==> src/hdl/cst_pkg.sv <==
// Shared types and constants of the checkpoint slot table.
package cst_pkg;
	localparam int SLOTS = 16;
	localparam int SLOT_W = (SLOTS > 1) ? $clog2(SLOTS) : 1;
	localparam int OWNER_W = 32;

	typedef logic [63:0] word_t;
	typedef logic [2:0] code_t;
	typedef logic [1:0] sstate_t;

	localparam code_t CMD_PREPARE = 3'd0;
	localparam code_t CMD_COMMIT = 3'd1;
	localparam code_t CMD_INVAL = 3'd2;
	localparam code_t CMD_LATEST = 3'd3;
	localparam code_t CMD_GET = 3'd4;

	localparam code_t STS_OK = 3'd0;
	localparam code_t STS_INVAL = 3'd1;
	localparam code_t STS_NOSPACE = 3'd2;
	localparam code_t STS_STATE = 3'd3;
	localparam code_t STS_NOENT = 3'd4;

	localparam sstate_t ST_EMPTY = 2'd0;
	localparam sstate_t ST_PREPARED = 2'd1;
	localparam sstate_t ST_COMMITTED = 2'd2;
	localparam sstate_t ST_INVALID = 2'd3;

	localparam word_t MIX_K1 = 64'hbf58476d1ce4e5b9;
	localparam word_t MIX_K2 = 64'h94d049bb133111eb;
	localparam word_t TAG_SEED = 64'h4e45584f52415031;

	typedef struct packed {
		word_t id;
		logic [OWNER_W-1:0] owner;
		word_t gen;
		word_t pay;
		word_t created;
		word_t tag;
	} rec_t;

	localparam int REC_W = $bits(rec_t);
endpackage

==> src/hdl/cst_hash.sv <==
// Integrity tag unit: five field mixes and a final mix on one 32x32 multiplier.
module cst_hash (
	input logic clk,
	input logic arst_n,
	input logic start,
	input cst_pkg::rec_t fields,
	output logic done,
	output cst_pkg::word_t tag
);
	import cst_pkg::*;

	typedef enum logic [5:0] {
		H_IDLE = 6'b000001,
		H_PRE = 6'b000010,
		H_MUL1 = 6'b000100,
		H_MID = 6'b001000,
		H_MUL2 = 6'b010000,
		H_POST = 6'b100000
	} hstate_t;

	hstate_t hs_q;
	logic [2:0] term_q;
	logic [1:0] m_q;
	word_t x_q, h_q, acc_q, prod_q, tag_q;
	logic done_q;
	word_t src, kmul, mixed;
	logic [31:0] a_op, b_op;

	always_comb begin
		case (term_q)
			3'd0: src = fields.id;
			3'd1: src = {31'd0, fields.owner, 1'b0};
			3'd2: src = fields.gen << 7;
			3'd3: src = fields.pay << 13;
			3'd4: src = fields.created << 19;
			default: src = h_q;
		endcase
		kmul = (hs_q == H_MUL1) ? MIX_K1 : MIX_K2;
		a_op = (m_q == 2'd2) ? x_q[63:32] : x_q[31:0];
		b_op = (m_q == 2'd1) ? kmul[63:32] : kmul[31:0];
		mixed = acc_q ^ (acc_q >> 31);
	end

	always_ff @(posedge clk) begin
		prod_q <= 64'(a_op) * 64'(b_op);
		if (hs_q == H_MUL1 || hs_q == H_MUL2) begin
			if (m_q == 2'd1) begin
				acc_q <= prod_q;
			end else if (m_q != 2'd0) begin
				acc_q <= acc_q + {prod_q[31:0], 32'd0};
			end
		end
	end

	always_ff @(posedge clk or negedge arst_n) begin
		if (!arst_n) begin
			hs_q <= H_IDLE;
			term_q <= '0;
			m_q <= '0;
			done_q <= 1'b0;
			x_q <= '0;
			h_q <= '0;
			tag_q <= '0;
		end else begin
			done_q <= 1'b0;
			unique case (hs_q)
				H_IDLE: begin
					if (start) begin
						h_q <= TAG_SEED;
						term_q <= '0;
						hs_q <= H_PRE;
					end
				end
				H_PRE: begin
					x_q <= src ^ (src >> 30);
					m_q <= '0;
					hs_q <= H_MUL1;
				end
				H_MUL1: begin
					m_q <= m_q + 2'd1;
					if (m_q == 2'd3) begin
						hs_q <= H_MID;
					end
				end
				H_MID: begin
					x_q <= acc_q ^ (acc_q >> 27);
					m_q <= '0;
					hs_q <= H_MUL2;
				end
				H_MUL2: begin
					m_q <= m_q + 2'd1;
					if (m_q == 2'd3) begin
						hs_q <= H_POST;
					end
				end
				H_POST: begin
					if (term_q == 3'd5) begin
						tag_q <= mixed;
						done_q <= 1'b1;
						hs_q <= H_IDLE;
					end else begin
						h_q <= h_q ^ mixed;
						term_q <= term_q + 3'd1;
						hs_q <= H_PRE;
					end
				end
				default: hs_q <= H_IDLE;
			endcase
		end
	end

	assign done = done_q;
	assign tag = tag_q;
endmodule

==> config.mk <==
export PLATFORM = sky130hd
export DESIGN_NAME = cst_hash
export DESIGN_NICKNAME = d
export VERILOG_FILES = /design/src/hdl/cst_pkg.sv /design/src/hdl/cst_hash.sv
export SDC_FILE = /design/constraint.sdc
export NUM_CORES = 2
export LEC_CHECK = 0
export BUFFER_PORTS_ARGS = -buffer_cell sky130_fd_sc_hd__buf_2
export CAP_MARGIN = 20
export CORE_UTILIZATION = 46
export DETAILED_ROUTE_END_ITERATION = 12
export PLACE_DENSITY = 0.71
export SLEW_MARGIN = 25
export SYNTH_ARGS = -nofsm -noshare
export SYNTH_HDL_FRONTEND = slang
export SYNTH_SLANG_ARGS = --single-unit
==> constraint.sdc <==
create_clock -name clk -period 15.8 [get_ports clk]
set_input_delay 1.58 -clock clk [delete_from_list [all_inputs] [get_ports clk]]
set_output_delay 1.58 -clock clk [all_outputs]
set_load 0.03 [all_outputs]
==> metrics.cfg <==
[status]
result_of_the_run = finished clean

[timing]
max_slew.worst_pin.slew_ps = 1030
setup_viol_count_final = 0
timing_hold_violations_final = 0
unrepaired_setup_endpoints_after_global_routing = no
totalNegativeSetupSlack_ps = 0
fin_crit_sh_pct = 68.5
clock_skew_ps = 28.5
slew_viol_final = 0
fmaxAchievable_mhz = 92.4
period_needed_ps = 10820
timing.slew.headroom_pct = 31.1

[synth]
most_used_standard_cell_by_instance_count_after_synthesis = inv_1
synth_cell_type_count = 84
synthesis.nets = 6313
synthArstFlopShare_pct = 61.4
synthesis.area_sq_um = 46300
synth_top_cells_by_area = fa_1 35%, dfrtp_1 11%, ha_1 11%, inv_1 8.1%, edfxtp_1 4.2%
syn_inst = 4757
synth_edf_count = 64
ys_dominant_reg_cell = dfrtp_1
yosys-top-cells-count = 998 x inv_1, 807 x fa_1, 394 x ha_1, 318 x nor2_1, 271 x nand2_1
ys_seq_elements = 332
synth_top_area_share_pct = 34.9
synth_top_cell_by_area = fa_1
synth_sequential_area_ratio_pct = 18.0
post_synth.cell_area_avg_sq_um = 9.73
yosys_warnings = 0

[grt]
busiest_layer = met2
pin_count_of_the_biggest_net_entering_global_routing = 100
globalRouteMet3Util_pct = 5.12
met1_routing_resource_usage_after_global_routing_pct = 37.3
antenna_found_initial = 4
use_met2_pct = 47.7
first_global_vias = 36600
grt_pass1_wl_mm = 221
gr-total-overflow = 0
globalRouteTotalUtil_pct = 28.6

[final_layout]
drive_above_1_share_pct = 11.0
final_net_count = 6502
area.growth.synth_to_final_pct = 8.43

[floorplanning]
fp.dieH_microns = 319
core-area_sq_um = 99000
die_width_microns = 319
io_pins = 420
row_count = 115
die_area_sq_um = 102000
initial_core_util_pct = 46.7

[detailed_routing]
antenna_violating_nets_post_route = 0
vias = 35200
drt-wirelength-per-cell_microns = 23.4
drt_first_iter_violations = 3339
route.final.wire_length_mm = 146
route.detailed.vias_per_inst = 5.62
drtPass1Iterations = 10
drc_errors = 0

[cts]
clock_latency_late_sink_ps = 590
clock_path_buffers = 3
cts.sink_count = 332
clock_tree.htree_level_count = 1
clock_tree_from_tritoncts = yes
cts_resized = 0
cts.reportedPaths.clkPinSlew_ps = 70
ctsHoldBuffers = 0
cts.root.buffer_cell = clkbuf_16
post-cts-setup-buffers = 0
cts_made_buffers = 30

[worst_setup_path]
worstSetupStartpointType = flip-flop
worst_path_most_repeated_cell = fa_1
critPathLaunch = hs_q[3]
timing.critical_path.arrival_ps = 11280
critPathRequiredTime_ps = 16260
r2r-start = hs_q[3]
cpPeakStageDelay_ps = 920
critical_path.slowest_cell = ha_2
setup.worst_path.end_class = flip-flop
critical_path_peak_fanout = 35
crit_path_kind = flip-flop to flip-flop

[placement]
port_buffers = 316
gpl.final_weighted_congestion = 0.975
hpwlAfterDp_mm = 121

[hold_path]
min_path_type = flip-flop to flip-flop
worstHoldStart = x_q[38]

[run]
cap_violations = 0

[layout by cell type, fill, tap and decap left out, types with 79 or more instances in the layout]
| master | Yosys | layout |
|---|---|---|
| a21oi_1 | 216 | 216 |
| and2_1 | 122 | 122 |
| buf_2 | 6 | 315 |
| dfrtp_1 | 203 | 202 |
| fa_1 | 807 | 807 |
| ha_1 | 394 | 387 |
| inv_1 | 998 | 997 |
| mux2_2 | 89 | 89 |
| nand2_1 | 271 | 270 |
| nor2_1 | 318 | 316 |
| o21ai_0 | 198 | 198 |
| xnor2_1 | 149 | 149 |
| xor2_1 | 79 | 79 |
[metal layers]
layer / part of all wire, % / up-vias
met5: 0.013 / -
met4: 4.1 / 2
met3: 8.6 / 310
met2: 47 / 1774
met1: 40 / 17700
li1: - / 15400
[final timing paths]
check,endpoint,slack (ps),cells past startpoint
setup / recovery,prod_q[54],4980,29
hold / removal,x_q[38],500,2
setup reg to reg,prod_q[54],4980,29
hold reg to reg,x_q[38],500,2
max in group asynchronous,term_q[2],13450,2
min in group asynchronous,h_q[12],960,1
[through the flow]
step / instance area [sq um] / hold WS [ps] / worst slack [ps] / util (%) / instances
6_report: 50200 / 504 / 4980 / 50.7 / 6258
5_1_grt: 50200 / 519 / 4710 / 50.7 / 6258
4_1_cts: 50100 / 511 / 5170 / 50.6 / 6255
3_5_place_dp: 49000 / 493 / 5270 / 49.5 / 6199
3_3_place_gp: 49000 / 483 / 5230 / 49.5 / 6199
2_1_floorplan: 46300 / 467 / 6840 / - / 4757
[sequential cells by signal, summed over array words and instances, names as in the netlist]
signal  count
acc_q      64
h_q        64
prod_q     64
tag        64
x_q        64
hs_q        6
term_q      3
m_q         2
done        1
[cell type report]
class                           instances  area (sq um)
Multi-Input combinational cell       3226         33500
Clock buffer                           37           861
Fill cell                            9012         48800
Timing Repair Buffer                  348          1860
Tap cell                             1287          1610
Antenna cell                            1          2.50
Clock inverter                         19           233
Sequential cell                       332          8310
Inverter                             1008          3780
[cells by family (layout without fill, tap and decap cells)]
family                     Yosys count  count (layout)  synth area share, %
adders and majority gates         1201            1201                 45.6
buffers and inverters             1199            1412                 9.80
and+or+nand+nor                    958             958                 9.70
AOI/OAI and AO/OA                  740             740                 10.3
DFF                                332             332                 18.0
xor gates and xnor gates           228             228                 4.32
muxes                               99              99                 2.38
other                                0               1                    0
[critical path, delay by kind of cell, from the launching register on]
kind	cells	cell delay [ps]
AOI/OAI and AO/OA	9	2100
xor gates and xnor gates	1	180
adders and majority gates	10	5390
buffers and inverters	6	1510
DFF	1	410
and+or+nand+nor	3	930
Power is not shown: default switching activity piles up to over one toggle a cycle in this logic, so the estimate is an artifact.
