===== src/hdl/cst_ram.sv =====
// Generic single-write, single-read RAM with registered read data.
module cst_ram #(
	parameter int WIDTH = 8,
	parameter int DEPTH = 16
) (
	input logic clk,
	input logic we,
	input logic [((DEPTH > 1) ? $clog2(DEPTH) : 1)-1:0] waddr,
	input logic [WIDTH-1:0] wdata,
	input logic [((DEPTH > 1) ? $clog2(DEPTH) : 1)-1:0] raddr,
	output logic [WIDTH-1:0] rdata
);
	logic [WIDTH-1:0] mem [DEPTH];

	always_ff @(posedge clk) begin
		if (we) begin
			mem[waddr] <= wdata;
		end
		rdata <= mem[raddr];
	end
endmodule


===== config.mk =====
export PLATFORM = sky130hd
export DESIGN_NAME = cst_ram
export DESIGN_NICKNAME = d
export VERILOG_FILES = /design/src/hdl/cst_ram.sv
export SDC_FILE = /design/constraint.sdc
export NUM_CORES = 1
export LEC_CHECK = 0
export BUFFER_PORTS_ARGS = -buffer_cell sky130_fd_sc_hd__buf_2
export CORE_ASPECT_RATIO = 1.1
export CORE_UTILIZATION = 45
export CTS_CLUSTER_SIZE = 28
export DETAILED_ROUTE_END_ITERATION = 10
export SETUP_SLACK_MARGIN = 0.5
export SLEW_MARGIN = 5
export SYNTH_ARGS = -nofsm -noshare
export SYNTH_HDL_FRONTEND = slang
export SYNTH_SLANG_ARGS = --single-unit

===== constraint.sdc =====
create_clock -name clk -period 2.1 [get_ports clk]
set_input_delay 0.21 -clock clk [delete_from_list [all_inputs] [get_ports clk]]
set_output_delay 0.21 -clock clk [all_outputs]
set_load 0.03 [all_outputs]

==> metrics, run 1 <==
clock slew at reported path FFs roughly 0.060 ns; port bufs 25; vias in the first global route roughly 2,400; sequential share of the synthesized area 0.7778; DR WL/cell 20.95 um; Lkg Pwr 2.103 nW; Yosys top cell area share 0.7467; vias around 2,400; CP Launch Type flip-flop; critical path endpoint rdata[4]; cts hold-fix bufs 0; count of final setup violators 0; critical path start-end classification flip-flop to flip-flop; Max-slew headroom 0.7005; worst path required time around 2.4 ns; worst hold slack between 0.15 and 0.2 ns; core area 11,010 sq um; Peak VDD IR 673.6 uV; Iter 0 DRT Violations 106; global-route wire length before repair around 14,000 um; fillers 845; Syn Nets ~250; DR pass1 iterations 4; CTS max path bufs 2; TNS Setup 0 ns; Post-Syn Area approximately 5100 sq um; Via density 5.356; max incr delay on CP about 0.51 ns; HP Class input port to flip-flop; flop-to-flop setup slack 0.74 ns; top-count cell post-synth edfxtp_1; CP max-delay cell mux4_1; overall routing resource usage 0.1731; DP Cell Count 412; CTS root buf clkbuf_16; CP Buf/Inv Count 0; Synth area leader edfxtp_1; met1 usage 0.2168; pin count of the biggest net entering global routing 33; outcome finished clean; syn avg cell area 22.48 sq um; # nets final approximately 300; initial antenna violation count 0; Reg-to-Reg Start mem[9][4]; Syn-to-layout area delta 19.15%; M3 GR Usage 0.04895; delay-heaviest family, CP multiplexers; Synth cell types 19; register bit total from synthesis 136; IO Pins 26; die height roughly 110 um; critical path launch point mem[9][4]; power per cell area a little over 1000 nW/um^2; placer congestion estimate approximately 0.74; chip width a little over 100 um; Final Max Tran Viols 0; hold-critical path depth 1; clock latency on the worst-skew pair 0.42 ns; Design Power 6.208 mW; DR DRC count 0; Final HPWL DP 6087 um; Post-synth EDFFs 128; n_diodes 0; share of flip-flops with an asynchronous set or reset 0; arrival time worst endpoint 1.65 ns; cell count along the critical path 3; Die ar. 11,870 sq um; RSZ-0062 raised after global routing no; maxcap violations 0; crit-path max FO 1; post-CTS resize count 0; WL final approximately 9300 um; GR peak layer met2; final clock skew roughly 0.0091 ns; Setup Buffers After CTS 0; commonest cells in the netlist 128 x edfxtp_1, 18 x mux4_2, 16 x a22oi_1; TritonCTS Sinks 136; Cell Count, Final, Fillers Out 444; pre-CTS setup slack slightly below 0.4 ns; Ys Warns 0; reg-to-reg endpoint rdata[4]; H-tree level count 4; Final min period 1.363 ns; layout cell share with drive strength beyond 1 0.3199; period utilisation layout 0.6492; total gr overflow 0; Initial Util 0.4675; FMAX between 700 and 800 MHz; antenna-violating nets left 0; worst slew pin tran approximately 0.45 ns; type of destination of the critical path flip-flop; grt met2 use 0.2867; CTS tree built; Worst Reg-to-Reg Cells 3; row cnt 40; CTS buffer count 17; largest cells by area after synthesis edfxtp_1 75%, mux4_2 7.9%, mux4_1 7.1%, dfxtp_1 3.1%, a22oi_1 2.3%; commonest register cell after synthesis edfxtp_1; Cells after Synth 229; final hold viol count 0; Final WS setup around 0.74 ns; crit-path cells mux4_1 > a22oi_1 > nand2_1
==> flip-flops by register name (all words and copies together), names as in the netlist <==
signal and cells:
rdata 8, mem 128
==> kinds of logic (layout without fill, tap and decap cells) <==
group	count (synthesis)	in the layout	share of synthesized area
AO/OA/AOI/OAI	16	16	0.02334
multiplexers	32	32	0.1502
buffers and inverters	10	78	0.01677
flip-flops	136	136	0.7778
AND/OR/NAND/NOR	35	35	0.03184
==> worst min-delay path by stage <==
stage,from,endpoint,slack [ns]
floorplan,wdata[0],mem[0][0],0.31
global route,wdata[2],mem[12][2],0.18
CTS,wdata[5],mem[6][5],0.17
global placement,wdata[5],mem[6][5],0.59
detailed placement,wdata[5],mem[6][5],0.61
finish,wdata[3],mem[10][3],0.18
==> cell type report <==
class                      instances  area, sq um  share of cell area
clock inverter                     9        97.59             0.01591
sequential                       136         4004              0.6528
tap                              147        183.9             0.02999
multi-input combinational         83         1062              0.1732
timing repair buffer              46        307.8             0.05018
clock buffer                      23        478.0             0.07793
==> stage by stage <==
| step | cell area (sq um) | util |
|---|---|---|
| 2_1_floorplan | 5152 | - |
| 3_3_place_gp | 5558 | 0.5048 |
| 3_5_place_dp | 5558 | 0.5048 |
| 4_1_cts | 6133 | 0.5570 |
| 5_1_grt | 6133 | 0.5570 |
| 6_report | 6133 | 0.5570 |
==> per-layer routing <==
metal,vias to the layer above,part of all wire
met5,-,0
met4,0,0.012
met3,8,0.036
met2,54,0.50
met1,1233,0.45
li1,1083,-
==> power breakdown <==
part	internal, mW	switching [mW]
Clock	1.83	1.02
Sequential	3.04	0.0168
Combinational	0.124	0.187
==> cells in the final DEF, fill, tap and decap left out <==
cell,count
nand2_1,9
buf_2,25
nand2b_1,2
clkbuf_8,3
clkinvlp_4,1
nor3_1,3
edfxtp_1,128
mux4_1,14
a22oi_1,16
bufinv_16,2
and2_1,1
or3b_2,1
clkbuf_1,3
mux4_2,18
buf_4,19
buf_12,2
nor2b_1,1
clkbuf_16,17
nor2_1,13
nand3b_1,2
nor3_2,1
clkinv_2,6
dfxtp_1,8
and2b_1,1
nand3_1,1
Power figures use the tool's default switching activity.
==> inputs of run 2 (changes only) <==
==> constraint.sdc (replaced) <==
create_clock -name clk -period 1.25 [get_ports clk]
set_input_delay 0.125 -clock clk [delete_from_list [all_inputs] [get_ports clk]]
set_output_delay 0.125 -clock clk [all_outputs]
set_load 0.03 [all_outputs]
==> metrics, run 2 (synthesized netlist as in run 1, its figures left out) <==
outcome complete, but fails checks; failing checks setup timing; DR pass1 iterations 4 (unchanged); critical path start-end classification flip-flop to flip-flop; CTS max path bufs 2 (unchanged); TritonCTS Sinks 136 (unchanged); commonest non-fill, non-tap cell in the layout edfxtp_1; Die ar. 11,870 sq um (unchanged); antenna-violating nets left 0 (unchanged); Max-slew headroom 0.3746 (-0.3259); Switch Pwr 2.262 mW (+85%); period utilisation layout 1.001 (+0.3513); Peak VDD IR 811.0 uV (+20%); final clock skew 0.006789 ns (-0.002350 ns); pin count of the biggest net entering global routing 19 (-42%); worst path required time 1.54 ns (-0.84 ns); count of final setup violators 1 (+1); CTS buffer count 17 (unchanged); post-route cell area 6799 sq um (+11%); placer congestion estimate 0.7146 (-3.7%); switching share of power 0.2008 (+0.004124); maxcap violations 0 (unchanged); WL final 9680 um (+4.1%); max reg flops 128 (unchanged); crit-path max FO 1 (unchanged); global-route wire length before repair 15,150 um (+5.8%); placed cell area 5882 sq um (+5.8%); CTS root buf clkbuf_16; Final WS setup -0.0006967 ns (-0.7373 ns); Iter 0 DRT Violations 170 (+60%); RSZ-0062 raised after global routing yes; worst slew pin tran 0.9362 ns (+0.4879 ns); power per cell area 1657 nW/um^2 (+64%); Biggest register mem; TNS Setup -0.0006967 ns (-0.0006967 ns); vias in the first global route 2,664 (+9.1%); # nets final 316 (+4.6%); core area 11,010 sq um (unchanged); Internal Power 9.003 mW (+81%); arrival time worst endpoint 1.54 ns (-0.11 ns); Final min period 1.251 ns (-0.1127 ns); CP Launch Type flip-flop; most frequent cells in the layout 128 x edfxtp_1, 32 x mux4_2, 19 x buf_12, 17 x clkbuf_16, 17 x buf_6; FMAX 799.6 MHz (+9.0%); Final HPWL DP 6266 um (+3.0%); IO Pins 26 (unchanged); total gr overflow 0 (unchanged); logic gate share of total power 0.064 (+0.014); overall routing resource usage 0.1843 (+0.01122); Lkg Pwr 2.255 nW (+7.2%); vias 2,480 (+4.3%); initial antenna violation count 0 (unchanged); H-tree level count 4 (unchanged); Initial Util 0.4675 (unchanged); row cnt 40 (unchanged); final hold viol count 0 (unchanged); type of destination of the critical path flip-flop; Regs by FF count mem: 128 flops, rdata: 8 flops; Flop pwr share 0.457 (-0.035); Via density 5.415 (+1.1%); HP Class input port to flip-flop; Syn-to-layout area delta 32.09%; Clk pwr share 0.480 (+0.022); CTS tree built; chip width 104.0 um (unchanged); DR WL/cell 21.14 um (+0.88%); Final Max Tran Viols 0 (unchanged); die height 114.2 um (unchanged); layout cell share with drive strength beyond 1 0.5241 (+0.2043); DR DRC count 0 (unchanged); clock latency on the worst-skew pair 0.41 ns (about the same); cts hold-fix bufs 0 (unchanged); clock slew at reported path FFs 0.06 ns (about the same); port bufs 25 (unchanged); n_diodes 0 (unchanged)
## run 2: worst paths after layout
kind | from | to | slack, ns | cells past startpoint
setup / recovery | mem[3][3] | rdata[3] | -0.0007 | 3
hold / removal | wdata[1] | mem[14][1] | 0.1 | 1
setup reg to reg | mem[3][3] | rdata[3] | -0.0007 | 3
hold reg to reg | mem[3][6] | rdata[6] | 0.68 | 3
## run 2: per-stage QoR
stage	hold WS (ns)	std cells	setup slack (ns)	total power, mW	util
floorplan	0.2239	229	0.02199	5.585	-
global placement	0.5221	420	-0.2952	5.849	0.5342
detailed placement	0.5149	420	-0.3030	5.860	0.5342
CTS	0.07982	454	-0.01663	11.33	0.6105
global route	0.09073	458	-0.05674	11.57	0.6175
finish	0.09503	458	-0.0006967	11.26	0.6175
## run 2: area by class of cell
| class | count | area [sq um] |
|---|---|---|
| Multi-Input combinational cell | 83 | 1232 |
| Tap cell | 147 | 183.9 |
| Clock inverter | 14 | 222.7 |
| Clock buffer | 18 | 429.2 |
| Timing Repair Buffer | 60 | 716.9 |
| Fill cell | 783 | 4212 |
| Sequential cell | 136 | 4014 |
## run 2: power groups by stage
stage                     registers, mW  clock network (mW)  logic, mW
final                              5.14                5.40      0.717
after CTS                          5.14                5.47      0.711
after detailed placement           5.22                   0      0.637
after global placement             5.22                   0      0.628
after floorplan                    5.28                   0      0.309
after global routing               5.15                5.65      0.767
## run 2: worst max-delay path, cell delays in order (launching register included)
cell and delay [ns]:
edfxtp_1 0.36, mux4_2 0.48, a22oi_2 0.21, nand2_1 0.08
## run 2: repair_timing
item                                    4_1_cts  5_1_grt
buffers inserted                              2        4
pin swaps                                     9        9
cloned                                        0        0
resized for setup                            43        9
endpoints found under the setup margin      112      130
## run 2: routing by layer
| layer | vias up | wire (um) | global-route usage |
|---|---|---|---|
| met5 | - | 0 | 0 |
| li1 | 1103 | - | - |
| met4 | 0 | 112 | 0.06571 |
| met2 | 74 | 5235 | 0.3200 |
| met1 | 1294 | 3861 | 0.2205 |
| met3 | 9 | 471 | 0.05464 |
